`config.mk`:
```
export PLATFORM = sky130hd
export DESIGN_NAME = peer_link_session_keepalive
export DESIGN_NICKNAME = d
export VERILOG_FILES = /design/src/plk_pkg.sv /design/src/plk_cfg.sv /design/src/plk_core.sv /design/src/plk_obuf.sv /design/src/peer_link_session_keepalive.sv
export SDC_FILE = /design/constraint.sdc
export NUM_CORES = 2
export LEC_CHECK = 0
export BUFFER_PORTS_ARGS = -buffer_cell sky130_fd_sc_hd__buf_2
export CORE_ASPECT_RATIO = 1.4
export CORE_MARGIN = 10
export CORE_UTILIZATION = 35
export CTS_BUF_LIST = sky130_fd_sc_hd__clkbuf_4
export DETAILED_ROUTE_END_ITERATION = 10
export PLACE_DENSITY = 0.58
export SYNTH_ARGS = -nofsm -noshare
export SYNTH_HDL_FRONTEND = slang
export SYNTH_SLANG_ARGS = --single-unit
```
`constraint.sdc`:
```
create_clock -name clk -period 9.11 [get_ports clk]
set_input_delay 1.822 -clock clk [delete_from_list [all_inputs] [get_ports clk]]
set_output_delay 1.822 -clock clk [all_outputs]
set_load 0.1 [all_outputs]
```
`src/plk_pkg.sv`:
```
// Shared types and constants for the peer link session keepalive block.
package plk_pkg;

    localparam logic [1:0] KIND_POLL  = 2'd0;
    localparam logic [1:0] KIND_FRAME = 2'd1;
    localparam logic [1:0] KIND_DOWN  = 2'd2;

    localparam logic [7:0] MSG_HELLO     = 8'd1;
    localparam logic [7:0] MSG_HELLO_ACK = 8'd2;
    localparam logic [7:0] MSG_HEARTBEAT = 8'd3;
    localparam logic [7:0] MSG_TEST      = 8'd4;
    localparam logic [7:0] MSG_TEST_ACK  = 8'd5;

    localparam logic [2:0] TX_NONE = 3'd0;

    localparam logic [31:0] MAGIC_WORD    = 32'h524E_4731;
    localparam logic [7:0]  FRAME_VERSION = 8'd1;
    localparam logic [7:0]  FRAME_BYTES   = 8'd32;
    localparam logic [31:0] TEST_MIX      = 32'h1234_5678;

    localparam logic [2:0] CFG_LOCAL_SESSION = 3'd0;
    localparam logic [2:0] CFG_LOCAL_ROLE    = 3'd1;
    localparam logic [2:0] CFG_PEER_ROLE     = 3'd2;
    localparam logic [2:0] CFG_SEND_INTERVAL = 3'd3;
    localparam logic [2:0] CFG_RX_TIMEOUT    = 3'd4;

    localparam logic [63:0] RST_LOCAL_SESSION = 64'd1;
    localparam logic [7:0]  RST_LOCAL_ROLE    = 8'd0;
    localparam logic [7:0]  RST_PEER_ROLE     = 8'd1;
    localparam logic [15:0] RST_SEND_INTERVAL = 16'd1000;
    localparam logic [15:0] RST_RX_TIMEOUT    = 16'd3000;

    typedef struct packed {
        logic [1:0]  kind;
        logic [31:0] now_ms;
        logic        addr_ok;
        logic [31:0] magic;
        logic [7:0]  version;
        logic [7:0]  msg_type;
        logic [7:0]  role;
        logic [7:0]  size;
        logic [63:0] remote_session;
        logic [31:0] number;
        logic [63:0] target_session;
        logic [31:0] payload;
    } in_t;

    typedef struct packed {
        logic [2:0]  tx_type;
        logic [31:0] tx_seq;
        logic [63:0] tx_target;
        logic [31:0] tx_value;
        logic        link_online;
        logic [31:0] rx_count;
        logic [31:0] rejected_count;
        logic [31:0] test_ack_count;
        logic [31:0] test_timeout_count;
        logic [31:0] last_rtt_ms;
        logic        last;
    } out_t;

    typedef struct packed {
        logic [63:0] local_session;
        logic [7:0]  local_role;
        logic [7:0]  peer_role;
        logic [15:0] send_interval;
        logic [15:0] rx_timeout;
    } cfg_t;

    typedef struct packed {
        logic two;
        out_t first;
        out_t second;
    } res_t;

endpackage

```
`src/plk_cfg.sv`:
```
// Configuration register file of the peer link block.
module plk_cfg (
    input  logic                clk,
    input  logic                rst_n,
    input  logic                cfg_we,
    input  logic [2:0]          cfg_index,
    input  logic [63:0]         cfg_wdata,
    output plk_pkg::cfg_t       cfg
);

    plk_pkg::cfg_t cfg_reg;

    always_ff @(posedge clk or negedge rst_n)
    begin
        if (!rst_n)
        begin
            cfg_reg.local_session <= plk_pkg::RST_LOCAL_SESSION;
            cfg_reg.local_role    <= plk_pkg::RST_LOCAL_ROLE;
            cfg_reg.peer_role     <= plk_pkg::RST_PEER_ROLE;
            cfg_reg.send_interval <= plk_pkg::RST_SEND_INTERVAL;
            cfg_reg.rx_timeout    <= plk_pkg::RST_RX_TIMEOUT;
        end
        else if (cfg_we)
        begin
            case (cfg_index)
                plk_pkg::CFG_LOCAL_SESSION: cfg_reg.local_session <= cfg_wdata;
                plk_pkg::CFG_LOCAL_ROLE:    cfg_reg.local_role    <= cfg_wdata[7:0];
                plk_pkg::CFG_PEER_ROLE:     cfg_reg.peer_role     <= cfg_wdata[7:0];
                plk_pkg::CFG_SEND_INTERVAL: cfg_reg.send_interval <= cfg_wdata[15:0];
                plk_pkg::CFG_RX_TIMEOUT:    cfg_reg.rx_timeout    <= cfg_wdata[15:0];
                default: ;
            endcase
        end
    end

    assign cfg = cfg_reg;

endmodule

```
`src/plk_core.sv`:
```
// Session state registers and the single-pass step logic of the peer link block.
module plk_core (
    input  logic            clk,
    input  logic            rst_n,
    input  logic            step,
    input  plk_pkg::in_t    item,
    input  plk_pkg::cfg_t   cfg,
    output plk_pkg::res_t   res
);

    logic [63:0] peer_sess_reg, peer_sess_next;
    logic [31:0] seq_counter_reg, seq_counter_next;
    logic [31:0] hello_seq_reg, hello_seq_next;
    logic [31:0] test_seq_reg, test_seq_next;
    logic [31:0] test_value_reg, test_value_next;
    logic [31:0] test_time_reg, test_time_next;
    logic [31:0] last_rx_reg, last_rx_next;
    logic [31:0] last_send_reg, last_send_next;
    logic [31:0] peer_last_seq_reg, peer_last_seq_next;
    logic        send_due_reg, send_due_next;
    logic        hello_pending_reg, hello_pending_next;
    logic        test_pending_reg, test_pending_next;
    logic        have_peer_seq_reg, have_peer_seq_next;
    logic        online_reg, online_next;
    logic [31:0] rx_cnt_reg, rx_cnt_next;
    logic [31:0] rej_cnt_reg, rej_cnt_next;
    logic [31:0] tack_cnt_reg, tack_cnt_next;
    logic [31:0] tto_cnt_reg, tto_cnt_next;
    logic [31:0] rtt_reg, rtt_next;

    logic [31:0] rx_age;
    logic [31:0] test_age;
    logic [31:0] send_age;
    logic [31:0] seq_gap;
    logic [31:0] seq_one;
    logic [31:0] seq_two;
    logic        hdr_ok;
    logic        accepted;
    logic        two;
    logic        one;
    logic [2:0]  tx0_type;
    logic [31:0] tx0_seq;
    logic [63:0] tx0_target;
    logic [31:0] tx0_value;
    logic [2:0]  tx1_type;
    logic [31:0] tx1_seq;
    logic [63:0] tx1_target;
    logic [31:0] tx1_value;

    assign rx_age   = item.now_ms - last_rx_reg;
    assign test_age = item.now_ms - test_time_reg;
    assign send_age = item.now_ms - last_send_reg;
    assign seq_gap  = item.number - peer_last_seq_reg;
    assign seq_one  = seq_counter_reg + 32'd1;
    assign seq_two  = seq_counter_reg + 32'd2;

    assign hdr_ok = item.addr_ok
        && (item.magic == plk_pkg::MAGIC_WORD)
        && (item.version == plk_pkg::FRAME_VERSION)
        && (item.role == cfg.peer_role)
        && (item.size == plk_pkg::FRAME_BYTES)
        && (item.remote_session != 64'd0)
        && (item.msg_type inside {[plk_pkg::MSG_HELLO:plk_pkg::MSG_TEST_ACK]});

    always_comb
    begin
        peer_sess_next     = peer_sess_reg;
        seq_counter_next   = seq_counter_reg;
        hello_seq_next     = hello_seq_reg;
        test_seq_next      = test_seq_reg;
        test_value_next    = test_value_reg;
        test_time_next     = test_time_reg;
        last_rx_next       = last_rx_reg;
        last_send_next     = last_send_reg;
        peer_last_seq_next = peer_last_seq_reg;
        send_due_next      = send_due_reg;
        hello_pending_next = hello_pending_reg;
        test_pending_next  = test_pending_reg;
        have_peer_seq_next = have_peer_seq_reg;
        online_next        = online_reg;
        rx_cnt_next        = rx_cnt_reg;
        rej_cnt_next       = rej_cnt_reg;
        tack_cnt_next      = tack_cnt_reg;
        tto_cnt_next       = tto_cnt_reg;
        rtt_next           = rtt_reg;
        accepted   = 1'b0;
        one        = 1'b0;
        two        = 1'b0;
        tx0_type   = plk_pkg::TX_NONE;
        tx0_seq    = 32'd0;
        tx0_target = 64'd0;
        tx0_value  = 32'd0;
        tx1_type   = plk_pkg::TX_NONE;
        tx1_seq    = 32'd0;
        tx1_target = 64'd0;
        tx1_value  = 32'd0;

        case (item.kind)
            plk_pkg::KIND_POLL:
            begin
                if (online_reg && (rx_age >= {16'd0, cfg.rx_timeout}))
                begin
                    online_next        = 1'b0;
                    peer_sess_next     = 64'd0;
                    have_peer_seq_next = 1'b0;
                    hello_pending_next = 1'b0;
                    test_pending_next  = 1'b0;
                    send_due_next      = 1'b1;
                end
                if (test_pending_next && (test_age >= {16'd0, cfg.send_interval}))
                begin
                    test_pending_next = 1'b0;
                    tto_cnt_next      = tto_cnt_reg + 32'd1;
                end
                if (send_due_next || (send_age >= {16'd0, cfg.send_interval}))
                begin
                    send_due_next  = 1'b0;
                    last_send_next = item.now_ms;
                    if (!online_next)
                    begin
                        seq_counter_next   = seq_one;
                        hello_seq_next     = seq_one;
                        hello_pending_next = 1'b1;
                        one                = 1'b1;
                        tx0_type           = plk_pkg::MSG_HELLO[2:0];
                        tx0_seq            = seq_one;
                    end
                    else
                    begin
                        seq_counter_next  = seq_two;
                        test_seq_next     = seq_two;
                        test_value_next   = seq_two ^ plk_pkg::TEST_MIX;
                        test_time_next    = item.now_ms;
                        test_pending_next = 1'b1;
                        two               = 1'b1;
                        tx0_type          = plk_pkg::MSG_HEARTBEAT[2:0];
                        tx0_seq           = seq_one;
                        tx0_target        = peer_sess_reg;
                        tx1_type          = plk_pkg::MSG_TEST[2:0];
                        tx1_seq           = seq_two;
                        tx1_target        = peer_sess_reg;
                        tx1_value         = seq_two ^ plk_pkg::TEST_MIX;
                    end
                end
            end
            plk_pkg::KIND_FRAME:
            begin
                if (hdr_ok)
                begin
                    case (item.msg_type)
                        plk_pkg::MSG_HELLO:
                        begin
                            if ((item.target_session == 64'd0) && (item.payload == 32'd0))
                            begin
                                if (peer_sess_reg != item.remote_session)
                                begin
                                    online_next        = 1'b0;
                                    test_pending_next  = 1'b0;
                                    have_peer_seq_next = 1'b0;
                                    peer_sess_next     = item.remote_session;
                                    send_due_next      = 1'b1;
                                end
                                one        = 1'b1;
                                tx0_type   = plk_pkg::MSG_HELLO_ACK[2:0];
                                tx0_seq    = item.number;
                                tx0_target = item.remote_session;
                                accepted   = 1'b1;
                            end
                        end
                        plk_pkg::MSG_HELLO_ACK:
                        begin
                            if ((item.target_session == cfg.local_session) && hello_pending_reg
                                && (item.number == hello_seq_reg) && (item.payload == 32'd0))
                            begin
                                if (peer_sess_reg != item.remote_session)
                                begin
                                    have_peer_seq_next = 1'b0;
                                    test_pending_next  = 1'b0;
                                end
                                peer_sess_next     = item.remote_session;
                                hello_pending_next = 1'b0;
                                online_next        = 1'b1;
                                last_rx_next       = item.now_ms;
                                accepted           = 1'b1;
                            end
                        end
                        default:
                        begin
                            if (online_reg && (item.remote_session == peer_sess_reg)
                                && (item.target_session == cfg.local_session))
                            begin
                                if (item.msg_type == plk_pkg::MSG_TEST_ACK)
                                begin
                                    if (test_pending_reg && (item.number == test_seq_reg)
                                        && (item.payload == test_value_reg))
                                    begin
                                        test_pending_next = 1'b0;
                                        tack_cnt_next     = tack_cnt_reg + 32'd1;
                                        rtt_next          = test_age;
                                        last_rx_next      = item.now_ms;
                                        accepted          = 1'b1;
                                    end
                                end
                                else if (!((item.msg_type == plk_pkg::MSG_HEARTBEAT)
                                    && (item.payload != 32'd0)))
                                begin
                                    if (item.msg_type == plk_pkg::MSG_TEST)
                                    begin
                                        one        = 1'b1;
                                        tx0_type   = plk_pkg::MSG_TEST_ACK[2:0];
                                        tx0_seq    = item.number;
                                        tx0_target = item.remote_session;
                                        tx0_value  = item.payload;
                                    end
                                    if (!(have_peer_seq_reg
                                        && ((seq_gap == 32'd0) || seq_gap[31])))
                                    begin
                                        peer_last_seq_next = item.number;
                                        have_peer_seq_next = 1'b1;
                                        last_rx_next       = item.now_ms;
                                        accepted           = 1'b1;
                                    end
                                end
                            end
                        end
                    endcase
                end
                if (accepted)
                begin
                    rx_cnt_next = rx_cnt_reg + 32'd1;
                end
                else
                begin
                    rej_cnt_next = rej_cnt_reg + 32'd1;
                end
            end
            plk_pkg::KIND_DOWN:
            begin
                online_next        = 1'b0;
                peer_sess_next     = 64'd0;
                have_peer_seq_next = 1'b0;
                hello_pending_next = 1'b0;
                test_pending_next  = 1'b0;
                send_due_next      = 1'b1;
            end
            default: ;
        endcase
    end

    always_ff @(posedge clk or negedge rst_n)
    begin
        if (!rst_n)
        begin
            peer_sess_reg     <= 64'd0;
            seq_counter_reg   <= 32'd0;
            hello_seq_reg     <= 32'd0;
            test_seq_reg      <= 32'd0;
            test_value_reg    <= 32'd0;
            test_time_reg     <= 32'd0;
            last_rx_reg       <= 32'd0;
            last_send_reg     <= 32'd0;
            peer_last_seq_reg <= 32'd0;
            send_due_reg      <= 1'b1;
            hello_pending_reg <= 1'b0;
            test_pending_reg  <= 1'b0;
            have_peer_seq_reg <= 1'b0;
            online_reg        <= 1'b0;
            rx_cnt_reg        <= 32'd0;
            rej_cnt_reg       <= 32'd0;
            tack_cnt_reg      <= 32'd0;
            tto_cnt_reg       <= 32'd0;
            rtt_reg           <= 32'd0;
        end
        else if (step)
        begin
            peer_sess_reg     <= peer_sess_next;
            seq_counter_reg   <= seq_counter_next;
            hello_seq_reg     <= hello_seq_next;
            test_seq_reg      <= test_seq_next;
            test_value_reg    <= test_value_next;
            test_time_reg     <= test_time_next;
            last_rx_reg       <= last_rx_next;
            last_send_reg     <= last_send_next;
            peer_last_seq_reg <= peer_last_seq_next;
            send_due_reg      <= send_due_next;
            hello_pending_reg <= hello_pending_next;
            test_pending_reg  <= test_pending_next;
            have_peer_seq_reg <= have_peer_seq_next;
            online_reg        <= online_next;
            rx_cnt_reg        <= rx_cnt_next;
            rej_cnt_reg       <= rej_cnt_next;
            tack_cnt_reg      <= tack_cnt_next;
            tto_cnt_reg       <= tto_cnt_next;
            rtt_reg           <= rtt_next;
        end
    end

    always_comb
    begin
        res.two                       = two;
        res.first.tx_type             = tx0_type;
        res.first.tx_seq              = tx0_seq;
        res.first.tx_target           = tx0_target;
        res.first.tx_value            = tx0_value;
        res.first.link_online         = online_next;
        res.first.rx_count            = rx_cnt_next;
        res.first.rejected_count      = rej_cnt_next;
        res.first.test_ack_count      = tack_cnt_next;
        res.first.test_timeout_count  = tto_cnt_next;
        res.first.last_rtt_ms         = rtt_next;
        res.first.last                = !two || one;
        res.second.tx_type            = tx1_type;
        res.second.tx_seq             = tx1_seq;
        res.second.tx_target          = tx1_target;
        res.second.tx_value           = tx1_value;
        res.second.link_online        = online_next;
        res.second.rx_count           = rx_cnt_next;
        res.second.rejected_count     = rej_cnt_next;
        res.second.test_ack_count     = tack_cnt_next;
        res.second.test_timeout_count = tto_cnt_next;
        res.second.last_rtt_ms        = rtt_next;
        res.second.last               = 1'b1;
    end

endmodule

```
`src/plk_obuf.sv`:
```
// Two-entry result buffer that drives the output channel of the peer link block.
module plk_obuf (
    input  logic            clk,
    input  logic            rst_n,
    input  logic            push,
    input  plk_pkg::res_t   res,
    output logic            can_take,
    output logic            out_valid,
    input  logic            out_ready,
    output plk_pkg::out_t   out_data
);

    plk_pkg::out_t head_reg;
    plk_pkg::out_t tail_reg;
    logic [1:0]    cnt_reg;
    logic          pop;

    assign pop       = (cnt_reg != 2'd0) && out_ready;
    assign can_take  = (cnt_reg == 2'd0) || ((cnt_reg == 2'd1) && out_ready);
    assign out_valid = (cnt_reg != 2'd0);
    assign out_data  = head_reg;

    always_ff @(posedge clk or negedge rst_n)
    begin
        if (!rst_n)
        begin
            cnt_reg <= 2'd0;
        end
        else if (push)
        begin
            cnt_reg <= res.two ? 2'd2 : 2'd1;
        end
        else if (pop)
        begin
            cnt_reg <= cnt_reg - 2'd1;
        end
    end

    always_ff @(posedge clk)
    begin
        if (push)
        begin
            head_reg <= res.first;
            tail_reg <= res.second;
        end
        else if (pop)
        begin
            head_reg <= tail_reg;
        end
    end

endmodule

```
`src/peer_link_session_keepalive.sv`:
```
// Peer link session keepalive: input register, single-pass step logic, result buffer.
// Each input waits in the input register until the buffer can take its results.
// Throughput: one input per cycle while out_ready is high and it yields one result;
// a poll sending heartbeat and test yields two and stalls until the first is taken.
// Reset: asynchronous active-low; session state, counters and configuration take
// their reset values and both channels come up empty.
module peer_link_session_keepalive (
    input  logic            clk,
    input  logic            rst_n,
    input  logic            in_valid,
    output logic            in_ready,
    input  plk_pkg::in_t    in_data,
    output logic            out_valid,
    input  logic            out_ready,
    output plk_pkg::out_t   out_data,
    input  logic            cfg_we,
    input  logic [2:0]      cfg_index,
    input  logic [63:0]     cfg_wdata
);

    plk_pkg::in_t  item_reg;
    logic          item_vld_reg;
    plk_pkg::cfg_t cfg;
    plk_pkg::res_t res;
    logic          can_take;
    logic          step;

    assign step     = item_vld_reg && can_take;
    assign in_ready = !item_vld_reg || step;

    always_ff @(posedge clk or negedge rst_n)
    begin
        if (!rst_n)
        begin
            item_vld_reg <= 1'b0;
        end
        else if (in_ready)
        begin
            item_vld_reg <= in_valid;
        end
    end

    always_ff @(posedge clk)
    begin
        if (in_ready && in_valid)
        begin
            item_reg <= in_data;
        end
    end

    plk_cfg u_cfg (
        .clk       (clk),
        .rst_n     (rst_n),
        .cfg_we    (cfg_we),
        .cfg_index (cfg_index),
        .cfg_wdata (cfg_wdata),
        .cfg       (cfg)
    );

    plk_core u_core (
        .clk   (clk),
        .rst_n (rst_n),
        .step  (step),
        .item  (item_reg),
        .cfg   (cfg),
        .res   (res)
    );

    plk_obuf u_obuf (
        .clk       (clk),
        .rst_n     (rst_n),
        .push      (step),
        .res       (res),
        .can_take  (can_take),
        .out_valid (out_valid),
        .out_ready (out_ready),
        .out_data  (out_data)
    );

endmodule

```
* After elaboration in Yosys (flattened, before gate mapping)
Index checks and enable logic that the tools add are counted.
Widths: inputs -> output; s select.
** Operators by class
- Add/sub/neg operators :: 11
- Order comparisons :: 5
- Equal/unequal tests :: 42
- Muxes and demuxes :: 145
- Bitwise operators :: 7
- Reduce and logical (&&, ||, !) cells :: 59
** Operator list (count)
- $mux 32 :: 39
- $mux 64 :: 13
- $mux 293 :: 2
- $pmux 64 s2 :: 3
- $pmux 32 s2 :: 3
- $pmux 64 s3 :: 1
- $add 32x1->32 const B :: 5
- $eq 64x64->1 :: 2
- $sub 32x32->32 :: 4
- $eq 32x32->1 :: 3
- $ge 32x16->1 :: 3
- $logic_not 32->1 :: 2
- $logic_not 64->1 :: 1
- $ne 64x64->1 :: 1
- $reduce_bool 64->1 :: 1
- $mux 1 :: 59
- $add 32x2->32 const B :: 1
- $eq 32x31->1 const B :: 1
- $reduce_bool 32->1 :: 1
- $reduce_and 8->1 :: 3
- $logic_and 1x1->1 :: 23
- $mux 3 :: 7
- $eq 8x1->1 const B :: 2
- $eq 8x2->1 const B :: 2
- other kinds (36) :: 87
** Storage, ports and cells
- Bits in registers :: 1468
- Input bits :: 363
- Output and inout bits :: 295
- Logic and storage cells :: 327

* Depth between registers and ports, before layout
- Depth after elaboration :: 14
- Mapped depth :: 28

* By module
Synthesis repeated with hierarchy kept, for this count alone.
** Unflattened totals
- Cells, all modules :: 6172
- Area total of the unflattened synthesis :: 74052.3 um2
** Modules (own cells, without submodules)
- plk_core :: instances 1, cells an instance 4706, area an instance 38969.9 um2
- plk_obuf :: instances 1, cells an instance 929, area an instance 21704.6 um2
- peer_link_session_keepalive :: instances 1, cells an instance 296, area an instance 8798.4 um2
- plk_cfg :: instances 1, cells an instance 241, area an instance 4579.4 um2

* Worst setup path before layout
No wires, ideal clock.
- Path type :: input-to-reg
- Start point :: in out_ready
- End point :: reg u_obuf.tail_reg[100] (netlist name), enable pin
- Library setup time :: 0.741 ns
- Arrival time :: 10.360 ns
- Data required time :: 8.369 ns
- Path slack :: -1.991 ns
- Cell stages on the path :: 7
- Path buffers :: 4
- Cells stage by stage :: a21oi_1 -> nand2b_1 -> clkbuf_1 -> inv_2 -> clkbuf_1 -> clkbuf_1 -> clkbuf_1
** Between the ends
- Longest elaborated chain between the ends :: 3
** Ends and longest elaborated chain
- start, declared :: RTL line peer_link_session_keepalive.sv:14 : input logic out_ready,
- $logic_and 1x1->1 :: RTL line plk_obuf.sv:19 : assign can_take = (cnt_reg == 2'd0) || ((cnt_reg == 2'd1) && out_ready);
- $logic_or 1x1->1 :: RTL line plk_obuf.sv:19
- $logic_and 1x1->1 :: RTL line peer_link_session_keepalive.sv:28 : assign step = item_vld_reg && can_take;
- via step :: RTL line peer_link_session_keepalive.sv:26 : logic step;
- end signal, assigned :: RTL line plk_obuf.sv:44 : tail_reg <= res.second;
- end, declared :: RTL line plk_obuf.sv:14 : plk_pkg::out_t tail_reg;
The timed path passes the listed nets, and every way through them passes these cells.
A chain may end at the register's enable or synchronous reset.

* Worst setup path after layout
- Start point :: reg item_reg[258] (netlist name)
- End point :: reg u_obuf.head_reg (netlist bit u_obuf.out_data[272]) (data pin)
** Between the ends
- Longest elaborated chain between the ends :: 9
- Elaborated cells on any way between the ends :: 11
- Those cells by class :: add/sub (2); order compare (2); mux (5); reduce/logical (2)
** Ends and longest elaborated chain
- start, declared :: RTL line peer_link_session_keepalive.sv:21 : plk_pkg::in_t item_reg;
- start signal, assigned :: RTL line peer_link_session_keepalive.sv:47 : item_reg <= in_data;
- $sub 32x32->32 :: RTL line plk_core.sv:50 : assign rx_age = item.now_ms - last_rx_reg;
- $ge 32x16->1 :: RTL line plk_core.sv:101 : if (online_reg && (rx_age >= {16'd0, cfg.rx_timeout}))
- $logic_and 1x1->1 :: RTL line plk_core.sv:101
- $mux 1 :: RTL line plk_core.sv:101
- $mux 1 :: RTL line plk_core.sv:98 : case (item.kind)
- $logic_or 1x1->1 * :: RTL line plk_core.sv:115 : if (send_due_next || (send_age >= {16'd0, cfg.send_interval}))
- $mux 32 * :: RTL line plk_core.sv:115
- $pmux 32 s2 * :: RTL line plk_core.sv:98
- $mux 293 * :: RTL line plk_obuf.sv:41 : if (push)
- end signal, assigned :: RTL line plk_obuf.sv:43 : head_reg <= res.first;
- end signal, assigned :: RTL line plk_obuf.sv:48 : head_reg <= tail_reg;
- end, declared :: RTL line plk_obuf.sv:13 : plk_pkg::out_t head_reg;
Every way passes the cells marked *; elsewhere a longest branch is shown, timed or not. The select of a mux whose other input is x is not followed.

==> results.json <==
{
  "hold_path_class": "flop to flop",
  "rrSetupSlack_ps": 1700,
  "utilization_pct": 40.8,
  "holdPathEnd": "u_obuf.out_data[89]$_DFFE_PP_",
  "synth-simple-area-share_pct": 15.6,
  "tns_ps": 0,
  "async_flop_share_pct": 40.1,
  "synth_top_area_share_pct": 36.6,
  "fin_crit_sh_pct": 81.3,
  "fillCellCount": 19600,
  "dr.pass1.iters": 6,
  "synth.avg_cell_area_sq_um": 11.0,
  "synth_cells": 6397,
  "pre_cts_slack_ps": 1670,
  "cts-root-buf": "clkbuf_4",
  "start_kind": "flop",
  "cts_tree": "done",
  "rsz0062_at_grt": "no",
  "p_int_mw": 14.5,
  "num_vias": 53800,
  "yosysTopAreaCell": "edfxtp_1",
  "syn_nets": 6947,
  "place_inst": 9463,
  "syn_area_sq_um": 70200,
  "powerDensity_nw_per_um2": 329,
  "grt_pass1_vias": 54400,
  "cts_inserted_buffers": 373,
  "fmax_mhz": 135,
  "fin_ws_ps": 1700,
  "path_class": "flop to flop",
  "clk_pin_slew_ps": 60,
  "skew_ps": 117,
  "finalNonFillerCells": 10200,
  "clockBufferDepth": 4,
  "hold_viol": 0,
  "io_pins": 658,
  "grt_pass1_wl_mm": 351,
  "antenna_found_initial": 54,
  "net-switching-power_mw": 12.3,
  "clkPwrFrac_pct": 22.0,
  "power_frac_comb_pct": 39.7,
  "ys_seq_area_share_pct": 57.0,
  "synth_top_family_by_area": "simple AND/OR/NAND/NOR gates",
  "synth_mux_area_share_pct": 2.35,
  "die_x_um": 399,
  "power.total_mw": 26.8,
  "dieHeight_um": 550,
  "r2r_start": "item_reg[258]$_DFFE_PP_",
  "synth_ff_type": "edfxtp_1",
  "p_leak_nw": 33.9,
  "cts_hold_buf": 0,
  "yosysWarningCount": 0,
  "synth.ff_latch_count": 1428,
  "cp_data_required_time_ps": 10040,
  "area_growth_pct": 16.0,
  "fp.coreArea_sq_um": 200000,
  "crit_fanout": 38,
  "grt_usage_pct": 21.0,
  "grt_max_degree": 172,
  "r2r_cells": 24,
  "r2r_end": "u_obuf.out_data[272]$_DFFE_PP_",
  "worstHoldPathCells": 2,
  "gp_congestion": 0.923,
  "synth_edf_count": 855,
  "post_cts_resize_count": 0,
  "die_area_sq_um": 219000,
  "run_status": "completed",
  "detail-route-antenna-nets": 0,
  "wl_mm": 238,
  "clock_sinks": 1428,
  "maxSlewViolCount": 0,
  "clkLatencyLatePin_ps": 1240,
  "initial_utilization_pct": 35.2,
  "synthXorXnorAreaFrac_pct": 6.37,
  "worstPathArrival_ps": 8340,
  "port_buffers": 657,
  "ys_types": 110,
  "worst_slew_pin_slew_ps": 1320,
  "drtIter0Drc": 4181,
  "ys_top_cells_by_area": "edfxtp_1 (37%), dfrtp_1 (20%), xnor2_1 (3.4%)",
  "cts_setup_buffers": 0,
  "p_seq_share_pct": 38.3,
  "ir_worst_vdd_mv": 0.428,
  "sw_frac_of_total_pct": 45.9,
  "cp-end-kind": "flop",
  "wire_per_inst_um": 23.4,
  "grt_overflow": 0,
  "drive_gt1_share_pct": 21.1,
  "min_from": "u_obuf.tail_reg[89]$_DFFE_PP_",
  "finalSetupViolations": 0,
  "maxSlewHeadroom_pct": 12.3,
  "h-tree-depth": 5,
  "fin_nets": 7742,
  "rows": 194,
  "cap_violations": 0,
  "via_per_inst": 5.28,
  "drc": 0,
  "finalCriticalPeriod_ps": 7410,
  "synth_compound_area_share_pct": 11.7,
  "dp_hpwl_mm": 174,
  "largest_reg_flops": 293,
  "synthAdderAreaFrac_pct": 3.37
}
## power by group through the flow
stage | sequential, mW | combinational (mW) | clock [mW]
floorplan | 14.1 | 4.02 | 0
global placement | 10.4 | 10.6 | 0
detailed placement | 10.4 | 10.7 | 0
CTS | 10.3 | 10.7 | 6.12
global route | 10.4 | 11.4 | 6.47
finish | 10.3 | 10.6 | 5.91
## per-layer routing
layer,vias up,wire length [um],global-route usage [%]
met2,2027,111000,34.3
met1,26100,99200,26.8
met3,464,18700,5.41
met4,36,8910,7.87
li1,25100,-,-
met5,-,227,0
## synth_stat cells (13+ instances only)
| cell type | instances |
|---|---|
| buf_2 | 53 |
| nand4b_1 | 16 |
| a211oi_1 | 24 |
| o31ai_1 | 21 |
| and2_1 | 48 |
| nor3b_1 | 15 |
| a21boi_0 | 15 |
| edfxtp_1 | 855 |
| dfrtp_1 | 557 |
| and3_1 | 82 |
| or2_2 | 33 |
| o21a_1 | 51 |
| nor3_1 | 126 |
| nor2b_1 | 33 |
| a221o_1 | 35 |
| o21bai_1 | 22 |
| nor2_1 | 523 |
| clkbuf_1 | 226 |
| a22oi_1 | 83 |
| ha_1 | 183 |
| nor4_1 | 113 |
| mux2_2 | 136 |
| o21ai_0 | 431 |
| a22o_1 | 17 |
| or3_1 | 53 |
| inv_1 | 340 |
| a21oi_1 | 168 |
| o22ai_1 | 17 |
| nand2_1 | 602 |
| and4_1 | 20 |
| a2111oi_0 | 13 |
| a21o_1 | 96 |
| dfstp_2 | 16 |
| o2111ai_1 | 19 |
| xor2_1 | 240 |
| or4_1 | 26 |
| o211ai_1 | 35 |
| nand4_1 | 163 |
| nand2b_1 | 53 |
| o31a_1 | 24 |
| xnor2_1 | 271 |
| a31oi_1 | 68 |
| buf_1 | 24 |
| nand3_1 | 258 |
## logic make-up after synthesis
| kind of cell | after synthesis |
|---|---|
| AO/OA/AOI/OAI | 1256 |
| XOR/XNOR | 511 |
| adder cells (fa/ha/maj) | 187 |
| buffers and inverters | 647 |
| flip-flops | 1428 |
| multiplexers | 148 |
| AND/OR/NAND/NOR | 2220 |
## through the flow
step	hold WS (ps)	cell area, sq um
after CTS	490	81400
after detailed placement	472	76400
after floorplan	442	70200
after global placement	454	76400
final	465	81500
after global routing	516	81500
## cell usage in the layout, fill, tap and decap left out, types with 24 or more instances in the layout
master,netlist,final
edfxtp_1,855,855
buf_2,53,656
nand2_1,602,602
clkbuf_4,0,581
dfrtp_1,557,557
nor2_1,523,521
o21ai_0,431,431
inv_1,340,340
xnor2_1,271,271
nand3_1,258,257
xor2_1,240,240
ha_1,183,182
a21oi_1,168,166
nand4_1,163,163
mux2_2,136,135
nor3_1,126,124
nor4_1,113,111
a21o_1,96,96
a22oi_1,83,83
and3_1,82,82
clkinv_1,1,74
a31oi_1,68,68
buf_4,0,58
or3_1,53,53
nand2b_1,53,52
o21a_1,51,51
and2_1,48,46
o211ai_1,35,35
a221o_1,35,35
nor2b_1,33,33
or2_2,33,33
diode_2,0,26
or4_1,26,26
o31a_1,24,24
a211oi_1,24,24
## worst max-delay path by stage
stage | from | to | cells past startpoint
detailed placement | item_reg[258]$_DFFE_PP_ | u_obuf.out_data[272]$_DFFE_PP_ | 24
floorplan | out_ready | u_obuf.tail_reg[100]$_DFFE_PP_ | 7
global placement | item_reg[258]$_DFFE_PP_ | u_obuf.out_data[278]$_DFFE_PP_ | 24
CTS | item_reg[258]$_DFFE_PP_ | u_obuf.out_data[272]$_DFFE_PP_ | 24
finish | item_reg[258]$_DFFE_PP_ | u_obuf.out_data[272]$_DFFE_PP_ | 24
global route | item_reg[258]$_DFFE_PP_ | u_obuf.out_data[270]$_DFFE_PP_ | 24
## critical path, cell delays in order (launching register included)
cell and delay (ps):
edfxtp_1 570, ha_1 360, nor2b_1 170, o31a_1 170, o21ai_0 100, a211oi_1 500
o21ai_0 220, nor2b_1 190, o21ai_0 190, xor2_1 180, ha_1 270, a21oi_1 190
nor2_1 60, a2111oi_0 800, o211ai_1 250, nor2_1 160, nand3_1 90, nor2_1 100
nand4_1 170, a2111oi_4 900, nand3_2 120, buf_4 320, nand2_1 610, buf_4 330
o21ai_0 120
## final cells by class
type	instances	area (sq um)	area share, %
antenna	26	65.1	0.0798
clock buffer	581	4360	5.35
clock inverter	107	648	0.795
inverter	342	1290	1.58
multi-input combinational	4322	27900	34.2
sequential	1428	40000	49.1
tap	2646	3310	4.06
timing repair buffer	725	3930	4.83
Power figures use the tool's default switching activity.
